### config.mk
export PLATFORM = sky130hd
export DESIGN_NAME = tfm_matcher
export DESIGN_NICKNAME = d
export VERILOG_FILES = /design/src/rtl/tfm_pkg.sv /design/src/rtl/tfm_matcher.sv
export SDC_FILE = /design/constraint.sdc
export NUM_CORES = 1
export LEC_CHECK = 0
export BUFFER_PORTS_ARGS = -buffer_cell sky130_fd_sc_hd__buf_4
export CAP_MARGIN = 20
export CELL_PAD_IN_SITES_DETAIL_PLACEMENT = 2
export CELL_PAD_IN_SITES_GLOBAL_PLACEMENT = 2
export CORE_MARGIN = 5
export CORE_UTILIZATION = 35
export CTS_CLUSTER_DIAMETER = 50
export CTS_CLUSTER_SIZE = 10
export DETAILED_ROUTE_END_ITERATION = 8
export PLACE_DENSITY = 0.86
export SLEW_MARGIN = 20
export SYNTH_ARGS = -nofsm -noshare
export SYNTH_HDL_FRONTEND = slang
export SYNTH_SLANG_ARGS = --single-unit
### constraint.sdc
create_clock -name clk -period 10.5 [get_ports clk]
set_clock_uncertainty 0.05 [all_clocks]
set_input_delay 1.05 -clock clk [delete_from_list [all_inputs] [get_ports clk]]
set_output_delay 1.05 -clock clk [all_outputs]
set_load 0.05 [all_outputs]
### src/rtl/tfm_pkg.sv
// tfm_pkg: types and constants shared by the topic filter matcher
// no dependencies; compiled before the interfaces and modules

package tfm_pkg;

    typedef enum logic [1:0] {
        OP_CLEAR  = 2'd0,
        OP_FILTER = 2'd1,
        OP_TOPIC  = 2'd2,
        OP_END    = 2'd3
    } op_t;

    typedef enum logic [2:0] {
        MODE_START   = 3'b001,
        MODE_LITERAL = 3'b010,
        MODE_PLUS    = 3'b100
    } mode_t;

    typedef enum logic [2:0] {
        VERDICT_PENDING = 3'b001,
        VERDICT_MATCHED = 3'b010,
        VERDICT_FAILED  = 3'b100
    } verdict_t;

    localparam logic [7:0] CH_HASH  = 8'h23;
    localparam logic [7:0] CH_PLUS  = 8'h2B;
    localparam logic [7:0] CH_SLASH = 8'h2F;

    typedef struct packed {
        logic [1:0] operation;
        logic [7:0] char_byte;
    } req_t;

    typedef struct packed {
        logic matched;
        logic filter_overflow;
    } rsp_t;

    typedef struct packed {
        logic valid;
        logic matched;
        logic filter_overflow;
    } verdict_out_t;

endpackage

### src/rtl/tfm_matcher.sv
// tfm_matcher: filter length, topic position, segment mode and verdict state
// depends on tfm_pkg; reads the filter bytes at the position and the one after it

module tfm_matcher import tfm_pkg::*; #(
    parameter int MAX_FILTER_LEN = 64,
    parameter int AW             = 6,
    parameter int LW             = 7
) (
    input  logic          clk,
    input  logic          rst_n,
    input  logic          step,
    input  req_t          item,
    input  logic [7:0]    rd_data0,
    input  logic [7:0]    rd_data1,
    output logic          wr_en,
    output logic [AW-1:0] wr_addr,
    output logic [7:0]    wr_data,
    output logic [AW-1:0] rd_addr0,
    output logic [AW-1:0] rd_addr1,
    output verdict_out_t  verdict_out
);

    logic [LW-1:0] len_reg, len_next;
    logic [LW-1:0] fp_reg, fp_next;
    logic          ovf_reg, ovf_next;
    mode_t         mode_reg, mode_next;
    verdict_t      verdict_reg, verdict_next;

    logic [LW-1:0] fp_p1, fp_p2, fp_nx1;
    logic          fp_in, fp1_in;
    logic [7:0]    s0, s1, c;
    logic          seg_end0, seg_end1, hash0, hash1;
    logic [LW-1:0] lit_fp;
    mode_t         lit_mode;
    verdict_t      lit_verdict;
    logic          end_match;

    assign c      = item.char_byte;
    assign fp_p1  = fp_reg + LW'(1);
    assign fp_p2  = fp_reg + LW'(2);
    assign fp_in  = fp_reg < len_reg;
    assign fp1_in = fp_in && (fp_p1 < len_reg);
    assign s0     = fp_in ? rd_data0 : 8'd0;
    assign s1     = fp1_in ? rd_data1 : 8'd0;

    assign seg_end0 = !fp_in || s0 == CH_SLASH;
    assign seg_end1 = !fp1_in || s1 == CH_SLASH;
    assign hash0    = fp_in && fp_p1 == len_reg && s0 == CH_HASH;
    assign hash1    = fp1_in && fp_p2 == len_reg && s1 == CH_HASH;

    // literal segment step
    always_comb
    begin
        lit_fp      = fp_reg;
        lit_mode    = MODE_LITERAL;
        lit_verdict = verdict_reg;
        if (c == CH_SLASH)
        begin
            if (seg_end0)
            begin
                lit_fp   = fp_in ? fp_p1 : fp_reg;
                lit_mode = MODE_START;
            end
            else
            begin
                lit_verdict = VERDICT_FAILED;
            end
        end
        else if (fp_in && s0 != CH_SLASH && s0 == c)
        begin
            lit_fp = fp_p1;
        end
        else
        begin
            lit_verdict = VERDICT_FAILED;
        end
    end

    // verdict at topic end
    always_comb
    begin
        if (ovf_reg || verdict_reg == VERDICT_FAILED)
        begin
            end_match = 1'b0;
        end
        else if (verdict_reg == VERDICT_MATCHED)
        begin
            end_match = 1'b1;
        end
        else if (mode_reg == MODE_START)
        begin
            end_match = hash0 || !fp_in;
        end
        else if (mode_reg == MODE_LITERAL && !seg_end0)
        begin
            end_match = 1'b0;
        end
        else if (fp_in)
        begin
            end_match = hash1 || !fp1_in;
        end
        else
        begin
            end_match = 1'b1;
        end
    end

    always_comb
    begin
        len_next     = len_reg;
        ovf_next     = ovf_reg;
        fp_next      = fp_reg;
        mode_next    = mode_reg;
        verdict_next = verdict_reg;
        wr_en        = 1'b0;
        verdict_out.valid           = 1'b0;
        verdict_out.matched         = end_match;
        verdict_out.filter_overflow = ovf_reg;
        if (step)
        begin
            unique case (op_t'(item.operation))
                OP_CLEAR:
                begin
                    len_next     = '0;
                    ovf_next     = 1'b0;
                    fp_next      = '0;
                    mode_next    = MODE_START;
                    verdict_next = VERDICT_PENDING;
                end
                OP_FILTER:
                begin
                    if (len_reg < LW'(MAX_FILTER_LEN))
                    begin
                        wr_en    = 1'b1;
                        len_next = len_reg + LW'(1);
                    end
                    else
                    begin
                        ovf_next = 1'b1;
                    end
                    fp_next      = '0;
                    mode_next    = MODE_START;
                    verdict_next = VERDICT_PENDING;
                end
                OP_TOPIC:
                begin
                    if (verdict_reg == VERDICT_PENDING)
                    begin
                        unique case (mode_reg)
                            MODE_START:
                            begin
                                if (hash0)
                                begin
                                    verdict_next = VERDICT_MATCHED;
                                end
                                else if (!fp_in)
                                begin
                                    verdict_next = VERDICT_FAILED;
                                end
                                else if (s0 == CH_PLUS && seg_end1)
                                begin
                                    if (c == CH_SLASH)
                                    begin
                                        fp_next   = fp1_in ? fp_p2 : fp_p1;
                                        mode_next = MODE_START;
                                    end
                                    else
                                    begin
                                        fp_next   = fp_p1;
                                        mode_next = MODE_PLUS;
                                    end
                                end
                                else
                                begin
                                    fp_next      = lit_fp;
                                    mode_next    = lit_mode;
                                    verdict_next = lit_verdict;
                                end
                            end
                            MODE_PLUS:
                            begin
                                if (c == CH_SLASH)
                                begin
                                    fp_next   = fp_in ? fp_p1 : fp_reg;
                                    mode_next = MODE_START;
                                end
                            end
                            MODE_LITERAL:
                            begin
                                fp_next      = lit_fp;
                                mode_next    = lit_mode;
                                verdict_next = lit_verdict;
                            end
                            default:
                            begin
                            end
                        endcase
                    end
                end
                OP_END:
                begin
                    verdict_out.valid = 1'b1;
                    fp_next           = '0;
                    mode_next         = MODE_START;
                    verdict_next      = VERDICT_PENDING;
                end
                default:
                begin
                end
            endcase
        end
    end

    assign fp_nx1   = fp_next + LW'(1);
    assign rd_addr0 = fp_next[AW-1:0];
    assign rd_addr1 = fp_nx1[AW-1:0];
    assign wr_addr  = len_reg[AW-1:0];
    assign wr_data  = c;

    always_ff @(posedge clk or negedge rst_n)
    begin
        if (!rst_n)
        begin
            len_reg     <= '0;
            ovf_reg     <= 1'b0;
            fp_reg      <= '0;
            mode_reg    <= MODE_START;
            verdict_reg <= VERDICT_PENDING;
        end
        else
        begin
            len_reg     <= len_next;
            ovf_reg     <= ovf_next;
            fp_reg      <= fp_next;
            mode_reg    <= mode_next;
            verdict_reg <= verdict_next;
        end
    end

endmodule

==> flow_metrics.env <==
export IMPL_outcome="complete, no violations"
export IMPL_drive_above_1_share_pct=22.08
export IMPL_numCtsBuffers=3
export IMPL_hold_depth=2
export IMPL_min_from="verdict_reg[0]"
export IMPL_die_w_um=99.37
export IMPL_finalHoldViolations=0
export IMPL_synth_enable_flop_cells=0
export IMPL_clk_pin_slew_ns=0.09
export IMPL_busiest_layer="met2"
export IMPL_cts_root_buffer="clkbuf_8"
export IMPL_grt_use_met3_pct=2.665
export IMPL_rsz0062_at_grt="no"
export IMPL_power_density_nw_per_um2=118.3
export IMPL_gp_congestion=0.9850
export IMPL_fin_crit_ns=5.868
export IMPL_wl_per_cell_um=22.08
export IMPL_syn_num_nets=398
export IMPL_cts_resized=0
export IMPL_drt_vias_per_instance=5.887
export IMPL_hold_path_class="register to register"
export IMPL_fmax_mhz=170.4
export IMPL_worstRegToRegCells=12
export IMPL_drc=0
export IMPL_antenna_found_initial=0
export IMPL_regToRegSetupSlack_ns=6.36
export IMPL_cts_sinks=21
export IMPL_initial_core_util_pct=35.99
export IMPL_yosysUniqueCellTypes=73
export IMPL_cellLeakagePower_nw=1.477
export IMPL_drt_iter0_markers=121
export IMPL_dpl_hpwl_um=8800
export IMPL_routed_wl_um=10750
export IMPL_synth_flop_cell="dfrtp_1"
export IMPL_path_class="register to output port"
export IMPL_endpoint_kind="output port"
export IMPL_async_flop_share_pct=100.0
export IMPL_final_nets=432
export IMPL_required_ns=9.40
export IMPL_reg2reg_to="fp_reg[0]"
export IMPL_start_kind="register"
export IMPL_cts_hold_buf=0
export IMPL_avgSynthCellArea_um2=7.941
export IMPL_synth_cells=352
export IMPL_worstSkewPairLatency_ns=0.27
export IMPL_final_setup_viol_count=0
export IMPL_rows=32
export IMPL_cts_htree_levels=1
export IMPL_grt_start_max_net_pins=22
export IMPL_seq_area_frac_synth_pct=18.89
export IMPL_whs_endpoint="verdict_reg[0]"
export IMPL_syn_to_final_growth_pct=15.40
export IMPL_drv_slew=0
export IMPL_groute_layer_met2_usage_pct=39.20
export IMPL_vias=2867
export IMPL_yosys_warnings=0
export IMPL_peakVddDrop_uv=52.94
export IMPL_grt_pass1_vias=3114
export IMPL_grt_usage_pct=21.64
export IMPL_io_buffers=58
export IMPL_final_antenna_net_count=0
export IMPL_fin_crit_sh_pct=55.89
export IMPL_grt_use_met1_pct=26.90
export IMPL_cp_arrival_ns=4.77
export IMPL_worst_pin_slew_ns=0.7526
export IMPL_power_mw=0.3817
export IMPL_relSlewSlack_pct=49.44
export IMPL_cts_tree="done"
export IMPL_cp_max_fo=11
export IMPL_design_core_area_um2=7767
export IMPL_ys_ff_latch=21
export IMPL_dieArea_um2=9873
export IMPL_ios=59
export IMPL_clock_path_buffers=2
export IMPL_crit_reg2reg_launch="fp_reg[2]"
export IMPL_die_y_um=99.37
export IMPL_gr_total_overflow=0
export IMPL_cap_viol_max_count=0
export IMPL_grt_pass1_wl_um=16930
export IMPL_fin_setup_tns_ns=0
export IMPL_n_antenna_cell=0
export IMPL_post_cts_buffers=0
export IMPL_netlist_area_um2=2795
export IMPL_first_pass_iters=4
## routing by layer
layer / part of all wire [%] / wire length (um)
met2: 51 / 5501
met4: 2.5 / 267
met1: 43 / 4587
met3: 3.7 / 398
met5: 0 / 0
## synth_stat cells (4+ instances only)
cell      number  area share, %
nand3_1        9            1.6
nand2b_1       4           0.90
nor3b_1        5            1.3
dfrtp_1       19             17
a21oi_1       17            3.0
ha_1          17            7.6
clkbuf_1      10            1.3
nand4_1       11            2.5
buf_4         16            4.3
nor3_1         7            1.3
inv_1         17            2.3
o21ai_0       22            3.9
nand2_1       28            3.8
xor2_1        13            4.1
xnor2_1       22            6.9
o211ai_1       6            1.6
nor4_1         4           0.90
and3_1         5            1.1
nor2_1        34            4.6
## cells in the final DEF (no fill, tap or decap), types with 3 or more instances in the layout
master and instances:
buf_4 58, nor2_1 34, nand2_1 28, xnor2_1 22
o21ai_0 22, dfrtp_1 19, inv_1 17, a21oi_1 17
ha_1 17, xor2_1 13, nand4_1 11, nand3_1 9
nor3_1 7, o211ai_1 6, nor3b_1 5, and3_1 5
nand2b_1 4, nor4_1 4, a21o_1 3, a211o_1 3
o21ai_2 3, a31oi_1 3, o21ai_1 3, o22ai_1 3
a21boi_0 3, clkbuf_8 3
## critical path: stages, from the launching register on
cell and delay [ns]:
dfrtp_1 0.61, ha_1 0.41, nand4_1 0.34, xnor2_1 0.23
ha_1 0.31, nand4_1 0.21, a21o_1 0.28, a211oi_4 0.40
nand3_1 0.25, o32a_1 0.37, a31oi_1 0.21, o21ai_2 0.15
nor3_4 0.22, o211ai_2 0.12, xnor2_1 0.15, buf_4 0.22
## how the worst max path moves through the flow
stage	start	to	slack (ns)
2_1_floorplan	fp_reg[1]	rd_addr1[5]	5.04
4_1_cts	fp_reg[2]	rd_addr1[5]	4.71
3_5_place_dp	fp_reg[2]	rd_addr1[5]	5.02
3_3_place_gp	fp_reg[2]	rd_addr1[5]	5.16
6_report	fp_reg[2]	rd_addr1[5]	4.63
5_1_grt	fp_reg[2]	rd_addr1[5]	4.37
## cells by family after synthesis
logic type / after synthesis / synth area share (%)
AOI/OAI and AO/OA: 95 / 24.98
xor gates and xnor gates: 35 / 10.97
adders and majority gates: 17 / 7.610
buffers and inverters: 46 / 8.684
DFF: 21 / 18.89
muxes: 5 / 2.014
and+or+nand+nor: 133 / 26.86
## metrics by stage
| step | hold slack, ns | util, % | std cells | instance area (um^2) | setup slack, ns |
|---|---|---|---|---|---|
| detailed placement | 0.4355 | 40.93 | 483 | 3179 | 5.016 |
| CTS | 0.4498 | 41.53 | 487 | 3226 | 4.706 |
| floorplan | 0.4104 | - | 352 | 2795 | 5.045 |
| global route | 0.4724 | 41.53 | 487 | 3226 | 4.372 |
| global placement | 0.4239 | 40.93 | 483 | 3179 | 5.164 |
| finish | 0.4445 | 41.53 | 487 | 3226 | 4.632 |
## power breakdown
group / switching, mW / internal, mW / leakage [nW]
clock network: 0.0318 / 0.0266 / 0.0255
logic: 0.153 / 0.0707 / 1.17
registers: 0.0110 / 0.0883 / 0.280
## layout make-up
cell class | instances | area [um^2]
inverters | 17 | 63.81
repair buffers | 58 | 435.4
clock buffers | 3 | 41.29
clock inverters | 1 | 5.005
fillers | 932 | 4542
multi-input cells | 285 | 2024
well taps | 102 | 127.6
flip-flops and latches | 21 | 528.0
Power figures use the tool's default switching activity.
